## src/sv/assert_macros.svh

```systemverilog
// ---------------------------------------------------------------------------
// assertion macros
// shared concurrent check forms, clocked on clk and disabled in reset
// ---------------------------------------------------------------------------
`ifndef ASSERT_MACROS_SVH
`define ASSERT_MACROS_SVH
`ifndef SYNTH
// same-cycle implication
`define CHK_SAME(lbl, ante, cons, msg) \
lbl: assert property (@(posedge clk) disable iff (!arst_n) (ante) |-> (cons)) else $error(msg);
// next-cycle implication
`define CHK_NEXT(lbl, ante, cons, msg) \
lbl: assert property (@(posedge clk) disable iff (!arst_n) (ante) |=> (cons)) else $error(msg);
`else
`define CHK_SAME(lbl, ante, cons, msg)
`define CHK_NEXT(lbl, ante, cons, msg)
`endif
`endif

```

## src/sv/rssm_pkg.sv

```systemverilog
// ---------------------------------------------------------------------------
// rssm_pkg
// constants, types and codes shared by the room streaming set manager
// ---------------------------------------------------------------------------
`timescale 1ns / 1ps
`default_nettype none
package rssm_pkg;

	localparam int MAX_ROOMS  = 64;
	localparam int ROOM_W     = $clog2(MAX_ROOMS);
	localparam int IDX_W      = $clog2(MAX_ROOMS + 1);
	localparam int LOAD_SLOTS = 8;
	localparam int LD_W       = $clog2(LOAD_SLOTS);
	localparam int CNT_W      = $clog2(LOAD_SLOTS + 1);
	localparam int MAX_NB     = 8;
	localparam int NB_W       = $clog2(MAX_NB);
	localparam int NBC_W      = $clog2(MAX_NB + 1);
	localparam int COORD_W    = 32;
	localparam int NB_ID_W    = 8;
	localparam int RC_W       = 7;
	localparam int ML_W       = 4;
	localparam int BH_W       = 31;
	localparam int CFG_W      = 31;

	// request codes
	localparam logic [1:0] REQ_BOUNDS = 2'd0;
	localparam logic [1:0] REQ_NEIGH  = 2'd1;
	localparam logic [1:0] REQ_CAMERA = 2'd2;

	// result kinds
	localparam logic [1:0] EV_UNLOAD = 2'd0;
	localparam logic [1:0] EV_LOAD   = 2'd1;
	localparam logic [1:0] EV_DONE   = 2'd2;

	// register indexes
	localparam logic [1:0] CFG_NUM_ROOMS = 2'd0;
	localparam logic [1:0] CFG_LOAD_CAP  = 2'd1;
	localparam logic [1:0] CFG_BOX_HALF  = 2'd2;

	localparam logic [ML_W-1:0] LOAD_CAP_RST = 4'd8;
	localparam logic [BH_W-1:0] BOX_HALF_RST = 31'd5120;

	typedef logic signed [COORD_W-1:0] coord_t;
	typedef logic [ROOM_W-1:0] room_t;

	typedef struct packed {
		coord_t x0;
		coord_t y0;
		coord_t z0;
		coord_t x1;
		coord_t y1;
		coord_t z1;
	} box_t;

	// controller to datapath commands
	typedef struct packed {
		logic wr_bnd;
		logic wr_nb;
		logic cam_start;
		logic idx_clr;
		logic idx_inc;
		logic act_rd;
		logic scan_chk;
		logic scan_meets;
		logic seed_begin;
		logic seed_inc;
		logic cnt_latch;
		logic nb_chk;
		logic unload_step;
		logic load_step;
		logic act_chk;
		logic emit_done;
	} cmd_t;

	// datapath to controller status
	typedef struct packed {
		logic scan_end;
		logic seed_end;
		logic nb_end;
		logic ld_end;
		logic des_end;
		logic load_full;
	} stat_t;

endpackage
`default_nettype wire

```

## src/sv/rssm_ctrl.sv

```systemverilog
// ---------------------------------------------------------------------------
// rssm_ctrl
// sequencer for table writes and the camera update passes
// ---------------------------------------------------------------------------
`timescale 1ns / 1ps
`default_nettype none
module rssm_ctrl (
	input  wire logic          clk,
	input  wire logic          arst_n,
	input  wire logic          start,
	input  wire logic [1:0]    req_type,
	input  wire rssm_pkg::stat_t st,
	output rssm_pkg::cmd_t     cmd,
	output logic               busy
);
	import rssm_pkg::*;

	typedef enum logic [12:0] {
		S_IDLE      = 13'b0000000000001,
		S_SCAN0_RD  = 13'b0000000000010,
		S_SCAN0_CHK = 13'b0000000000100,
		S_SCAN1_RD  = 13'b0000000001000,
		S_SCAN1_CHK = 13'b0000000010000,
		S_NB_SEED   = 13'b0000000100000,
		S_NB_CNT    = 13'b0000001000000,
		S_NB_RD     = 13'b0000010000000,
		S_NB_CHK    = 13'b0000100000000,
		S_UNLOAD    = 13'b0001000000000,
		S_LOAD      = 13'b0010000000000,
		S_ACT_RD    = 13'b0100000000000,
		S_ACT_CHK   = 13'b1000000000000
	} state_t;

	state_t state_q, state_d;

	// state register
	always_ff @(posedge clk or negedge arst_n) begin
		if (!arst_n) begin
			state_q <= S_IDLE;
		end else begin
			state_q <= state_d;
		end
	end

	assign busy = (state_q != S_IDLE);

	// next state and commands
	always_comb begin
		cmd     = '0;
		state_d = state_q;
		case (state_q)
			S_IDLE: begin
				if (start) begin
					case (req_type)
						REQ_BOUNDS: cmd.wr_bnd = 1'b1;
						REQ_NEIGH:  cmd.wr_nb = 1'b1;
						REQ_CAMERA: begin
							cmd.cam_start = 1'b1;
							state_d       = S_SCAN0_RD;
						end
						default: ;
					endcase
				end
			end
			S_SCAN0_RD: begin
				if (st.scan_end) begin
					cmd.idx_clr = 1'b1;
					state_d     = S_SCAN1_RD;
				end else begin
					state_d = S_SCAN0_CHK;
				end
			end
			S_SCAN0_CHK: begin
				cmd.scan_chk = 1'b1;
				cmd.idx_inc  = 1'b1;
				state_d      = S_SCAN0_RD;
			end
			S_SCAN1_RD: begin
				if (st.scan_end) begin
					cmd.seed_begin = 1'b1;
					state_d        = S_NB_SEED;
				end else begin
					state_d = S_SCAN1_CHK;
				end
			end
			S_SCAN1_CHK: begin
				cmd.scan_chk   = 1'b1;
				cmd.scan_meets = 1'b1;
				cmd.idx_inc    = 1'b1;
				state_d        = S_SCAN1_RD;
			end
			S_NB_SEED: begin
				if (st.seed_end) begin
					cmd.idx_clr = 1'b1;
					state_d     = S_UNLOAD;
				end else begin
					state_d = S_NB_CNT;
				end
			end
			S_NB_CNT: begin
				cmd.cnt_latch = 1'b1;
				state_d       = S_NB_RD;
			end
			S_NB_RD: begin
				if (st.nb_end) begin
					cmd.seed_inc = 1'b1;
					state_d      = S_NB_SEED;
				end else begin
					state_d = S_NB_CHK;
				end
			end
			S_NB_CHK: begin
				cmd.nb_chk = 1'b1;
				state_d    = S_NB_RD;
			end
			S_UNLOAD: begin
				if (st.ld_end) begin
					cmd.idx_clr = 1'b1;
					state_d     = S_LOAD;
				end else begin
					cmd.unload_step = 1'b1;
				end
			end
			S_LOAD: begin
				if (st.des_end || st.load_full) begin
					cmd.idx_clr = 1'b1;
					state_d     = S_ACT_RD;
				end else begin
					cmd.load_step = 1'b1;
				end
			end
			S_ACT_RD: begin
				cmd.act_rd = 1'b1;
				if (st.ld_end) begin
					cmd.emit_done = 1'b1;
					state_d       = S_IDLE;
				end else begin
					state_d = S_ACT_CHK;
				end
			end
			S_ACT_CHK: begin
				cmd.act_rd  = 1'b1;
				cmd.act_chk = 1'b1;
				cmd.idx_inc = 1'b1;
				state_d     = S_ACT_RD;
			end
			default: state_d = S_IDLE;
		endcase
	end

endmodule
`default_nettype wire

```

## config.mk

```make
export PLATFORM = sky130hd
export DESIGN_NAME = rssm_ctrl
export DESIGN_NICKNAME = d
export VERILOG_FILES = /design/src/sv/assert_macros.svh /design/src/sv/rssm_pkg.sv /design/src/sv/rssm_ctrl.sv
export SDC_FILE = /design/constraint.sdc
export NUM_CORES = 1
export LEC_CHECK = 0
export ABC_AREA = 1
export BUFFER_PORTS_ARGS = -buffer_cell sky130_fd_sc_hd__buf_4
export CAP_MARGIN = 15
export CORE_UTILIZATION = 50
export CTS_CLUSTER_SIZE = 8
export DETAILED_ROUTE_END_ITERATION = 8
export PLACE_DENSITY = 0.75
export SETUP_SLACK_MARGIN = 0.02
export SLEW_MARGIN = 20
export SYNTH_ARGS = -nofsm -noshare
export SYNTH_HDL_FRONTEND = slang
export SYNTH_SLANG_ARGS = --single-unit
```

## constraint.sdc

```tcl
create_clock -name clk -period 1.5 [get_ports clk]
set_input_delay 0.15 -clock clk [delete_from_list [all_inputs] [get_ports clk]]
set_output_delay 0.15 -clock clk [all_outputs]
set_load 0.005 [all_outputs]
```

==> results of run 1 <==
[worst max-delay path by stage]
stage	depth (start not counted)	start	endpoint
2_1_floorplan	6	state_q[0]	cmd[14]
3_3_place_gp	6	state_q[10]	cmd[14]
3_5_place_dp	6	state_q[10]	cmd[14]
4_1_cts	7	state_q[9]	cmd[6]
5_1_grt	6	state_q[1]	cmd[12]
6_report	7	state_q[2]	cmd[7]
[logic make-up (layout without fill, tap and decap cells)]
| logic type | count (synthesis) | in the layout | share of synthesized area [%] |
|---|---|---|---|
| flops | 13 | 13 | 34.1 |
| simple gates | 93 | 95 | 50.0 |
| buf+inv | 25 | 90 | 10.6 |
| compound gates | 7 | 7 | 5.35 |
[cell type report]
type	count	area [µm²]
multi-input cells	102	704
repair buffers	62	505
inverters	24	92.6
clock buffers	4	26.3
fillers	48	76.3
flip-flops and latches	13	328
well taps	25	31.3
[repair_timing]
item,in CTS,in global routing
endpoints found under the setup margin,18,24
setup buffers,24,7
gates resized for setup,36,19
hold buffers,1,0
pin swaps,12,19
cloned,2,0
hold endpoints to repair,13,0
[stage by stage]
step           setup TNS (ps)  std cells  power [W]  utilization [%]
5_1_grt                 -7150        230    0.00185             95.7
6_report                -5990        230    0.00179             95.7
4_1_cts                 -2810        223    0.00154             88.9
3_5_place_dp            -8.95        192    0.00103             68.2
3_3_place_gp                0        192    0.00102             68.2
2_1_floorplan               0        138   0.000846                -
[cell usage in the layout, fill, tap and decap left out, types with 2 or more instances in the layout]
cell,n
nand2_4,8
nand3_2,4
nand2_1,23
nor2_4,11
nand2_2,7
inv_2,6
nor2_1,18
inv_1,16
dfrtp_1,11
nor2_2,10
clkbuf_4,3
nand3_1,8
buf_6,10
nor3_2,2
buf_4,51
[where the power goes]
group | internal, W | switching [W] | leakage (nW) | total [W]
Combinational | 0.000457 | 0.000634 | 0.766 | 0.00109
Sequential | 0.000399 | 0.0000560 | 0.175 | 0.000455
Clock | 0.000104 | 0.000142 | 0.0150 | 0.000245
Total | 0.000960 | 0.000832 | 0.956 | 0.00179
[per-layer routing]
layer | track usage [%] | wire length [µm] | up-vias
met5 | 0 | 0 | -
met4 | 31.2 | 581 | 0
met3 | 8.33 | 656 | 80
met2 | 70.0 | 2230 | 163
met1 | 39.9 | 1590 | 647
li1 | - | - | 561
==> flow_summary.yaml, run 1 <==
cells_and_area:
  top_register: "state_q"
  reg_top3: "state_q: 13 flops"
  area_growth_pct: 76.1
  drive_gt1_share_pct: 60.0
  diodes: 0
  largest_reg_flops: 13
  finalNetCount: 217
  fin_area_um2: 1690
floorplanning:
  initial_utilization_pct: 54.3
  rows: 15
  coreArea_um2: 1760
  die-area_um2: 2100
  fp.dieW_um: 45.8
  die_h_um: 45.8
  ios: 28
routing:
  drt-pass1-iter-count: 9
  drt_iter0_markers: 109
  vias: 1451
  ant_nets: 0
  routed_wl_um: 5060
  post_drt_wl_per_cell_um: 22.0
  vias_per_cell: 6.31
  drc_errors: 1
worst_hold_path:
  hold_class: "in2reg"
  holdPathStages: 2
  min_to: "state_q[8]"
  min_from: "st[3]"
worst_setup_path:
  crit_path_cell_trace: "buf_4 > nor2_1 > nand2_1 > nor2_1 > nand2_4 > nor2_2 > buf_4"
  cpMaxStageDelayCell: "dfrtp_1"
  start_kind: "register"
  path_class: "reg2out"
  worst-r2r-cell-count: 12
  cp_max_fo: 2
  crit_arrival_ps: 1740
  max_stage_delay_ps: 440
  cp_num_buf_inv: 2
  r2r_setup_slack_ps: -280
  setup.worst_path.end_class: "primary output"
  required_ps: 1350
  r2r_start: "state_q[10]"
  cpLargestDelayFamily: "simple AND/OR/NAND/NOR gates"
  r2r_end: "state_q[0]"
cts:
  htreeDepth: 1
  cts_inserted_buffers: 3
  cts_root_buffer: "clkbuf_4"
  clkTransAtPathRegs_ps: 100
  clockBufferDepth: 2
  clkLatencyLatePin_ps: 300
  tritoncts: "yes"
  cts_sinks: 13
placement:
  post-place-ws_ps: -8.95
  gp_congestion: 0.853
  numPortBuffers: 27
  place_area_um2: 1200
  hpwl_um: 1760
synth:
  syn-instance-count: 138
  synth_flop_cell: "dfrtp_1"
  yosys-top-cells-count: "31 x nand2_1, 28 x nor2_1, 20 x inv_1, 12 x dfrtp_1, 10 x nand3_1"
  ys_async_sr_fraction_pct: 100
  yosysTopAreaCell: "dfrtp_1"
  synth.yosys.warnings: 0
  synth_top_area_share_pct: 31.3
  ys_seq_elements: 13
  ys_seq_area_share_pct: 34.1
  synth.avg_cell_area_um2: 6.95
  synth_nets: 149
  synthDistinctLibCells: 25
  ys_top_cells_by_area: "dfrtp_1 31%, nand2_1 12%, nor2_1 11%, inv_1 7.8%, nand3_1 5.2%"
  synth_edf_count: 0
  synth_area_um2: 958
  synth_most_common_cell: "nand2_1"
timing:
  fin_crit_sh_pct: 126
  max_freq_mhz: 528
  max_slew_margin_pct: 74.9
  fin_worst_skew_ps: 18.3
  rsz0062_at_grt: "true"
  min_period_ps: 1890
  holdWs_ps: 24.5
  tightest_slew_ps: 376
  setup_ws_ps: -394
  finalHoldViolations: 0
  drv_slew: 0
  setup_viol: 25
grt:
  grt_pass1_vias: 1271
  grt_usage_pct: 39.6
  grt_first_pass_wirelength_um: 5600
  antenna_found_initial: 0
  grt_max_degree: 14
  grt_overflow_total: 0
run:
  maxCapViolCount: 0
status:
  outcome: "finished, violations left"
  violations: "design-rule violations, negative setup slack"
power_and_ir_drop:
  power.leakage_nw: 0.956
  ir_worst_vdd_v: 0.00113
  power_density_nw_per_um2: 1060
No activity file was read; power rests on OpenSTA's default activity.
==> run 2, diff against run 1 <==
Settings changed: CAP_MARGIN 15 to not set, CELL_PAD_IN_SITES_DETAIL_PLACEMENT set to 2, CELL_PAD_IN_SITES_GLOBAL_PLACEMENT set to 2, CORE_UTILIZATION 50 to 27.
==> run 2 against run 1 <==
Compared with the run above: the flow finishes with violations (negative setup slack); sequential power decreased by 1%; register-to-register slack about the same; critical path depth decreased by 1; worst setup slack improved by 55 ps; largest cell class unchanged; largest power group unchanged; highest routed layer unchanged.
==> flow_summary.yaml, run 2 (synthesis gave the netlist of run 1 again) <==
status:
  outcome: "finished, violations left"
  violations: "negative setup slack"
routing:
  ant_nets: 0
  drt_iter0_markers: 62
  vias_per_cell: 4.98
  drt-pass1-iter-count: 4
  routed_wl_um: 5600
  drc_errors: 0
  post_drt_wl_per_cell_um: 22.2
  vias: 1254
worst_setup_path:
  crit_arrival_ps: 1690
  required_ps: 1350
  crit_path_cell_trace: "inv_2 > nand2_1 > nor3_4 > nand3_2 > o2111ai_2 > buf_4"
  r2r_start: "state_q[0]"
  path_class: "reg2out"
  setup.worst_path.end_class: "primary output"
  cpLargestDelayFamily: "simple AND/OR/NAND/NOR gates"
  start_kind: "register"
  max_stage_delay_ps: 430
  crit_start: "state_q[12]"
  cpMaxStageDelayCell: "dfrtp_2"
  cp_max_fo: 5
  cp_num_buf_inv: 2
cells_and_area:
  drive_gt1_share_pct: 67.0
  diodes: 0
  final_cell_count_no_fill: 252
  top_register: "state_q"
  fill_cells: 373
  fin_area_um2: 1770
  final_cell_mix: "47 x buf_4, 21 x nand2_1, 16 x nor2_2"
  area_growth_pct: 85.0
  finalNetCount: 218
  fin_util_pct: 52.7
  layout_commonest_cell: "buf_4"
  multi_input_area_um2: 738
  seqCellArea_um2: 329
  largest_reg_flops: 13
  reg_top3: "state_q: 13 flops"
placement:
  place_area_um2: 1250
  post-place-ws_ps: -55.8
  place_inst: 216
  gp_congestion: 0.786
  hpwl_um: 2600
  numPortBuffers: 27
floorplanning:
  initial_utilization_pct: 28.5
  fp.dieW_um: 61.6
  ios: 28
  die-area_um2: 3790
  coreArea_um2: 3360
  die_h_um: 61.6
  rows: 21
cts:
  clkLatencyLatePin_ps: 290
  cts_sinks: 13
  tritoncts: "yes"
  cts_root_buffer: "clkbuf_4"
  cts_inserted_buffers: 3
  clkTransAtPathRegs_ps: 100
  htreeDepth: 1
  clockBufferDepth: 2
worst_hold_path:
  hold_class: "in2reg"
  min_from: "st[3]"
timing:
  finalHoldViolations: 0
  min_period_ps: 1840
  drv_slew: 0
  rsz0062_at_grt: "true"
  fin_crit_sh_pct: 123
  max_slew_margin_pct: 79.2
  max_freq_mhz: 544
  fin_worst_skew_ps: 7.97
  tightest_slew_ps: 310
  fin_setup_tns_ps: -5380
  setup_ws_ps: -338
  setup_viol: 22
grt:
  grt.busiest_layer: "met2"
  grt_first_pass_wirelength_um: 6380
  grt_overflow_total: 0
  grt_usage_pct: 23.9
  use_met1_pct: 29.2
  grt_max_degree: 14
  antenna_found_initial: 0
  grt.met3_usage_pct: 2.73
  grt_util_met2_pct: 43.5
  grt_pass1_vias: 1249
power_and_ir_drop:
  ir_worst_vdd_v: 0.000555
  power_density_nw_per_um2: 1050
  power.leakage_nw: 0.940
run:
  maxCapViolCount: 0
run 2: cell types whose count changed in the layout (fill, tap and decap cells not counted), sizes merged:
cell and delta:
buf +1
run 2: per-stage QoR:
stage | power [W] | hold WS (ps)
5_1_grt | 0.00194 | 26.5
6_report | 0.00187 | 28.7
2_1_floorplan | 0.000846 | -146
3_5_place_dp | 0.00113 | 13.1
3_3_place_gp | 0.00110 | 10.5
4_1_cts | 0.00156 | 23.3
run 2: metal layers:
metal  routed length (µm)  vias up
met5                    0        -
met4                  153        0
met3                  161       14
met2                 2940       40
met1                 2340      636
li1                     -      564
run 2: power breakdown:
group | total (W) | internal [W] | leakage [nW] | switching [W]
logic | 0.00117 | 0.000498 | 0.752 | 0.000669
clock network | 0.000250 | 0.000103 | 0.0150 | 0.000147
registers | 0.000449 | 0.000401 | 0.174 | 0.0000481
run 2: timing repair:
action | 4_1_cts | 5_1_grt
cloned | 2 | 0
setup buffers | 16 | 13
hold endpoints to repair | 13 | 0
endpoints found under the setup margin | 20 | 22
gates resized for setup | 35 | 39
pin swaps | 13 | 18
hold buffers | 1 | 0
run 2: area by class of cell:
class	count	share of cell area [%]
Timing Repair Buffer	63	30.0
Clock buffer	4	1.48
Inverter	24	5.08
Tap cell	46	3.25
Sequential cell	13	18.6
Multi-Input combinational cell	102	41.6
run 2: worst paths after layout:
check / to / depth (start not counted) / slack, ps
worst min register to register: state_q[0] / 5 / 740
max in group asynchronous: state_q[0] / 2 / 1020
min in group asynchronous: state_q[1] / 2 / 240
worst min-delay path: state_q[8] / 2 / 30
worst max register to register: state_q[0] / 12 / -290
worst max-delay path: cmd[12] / 6 / -340
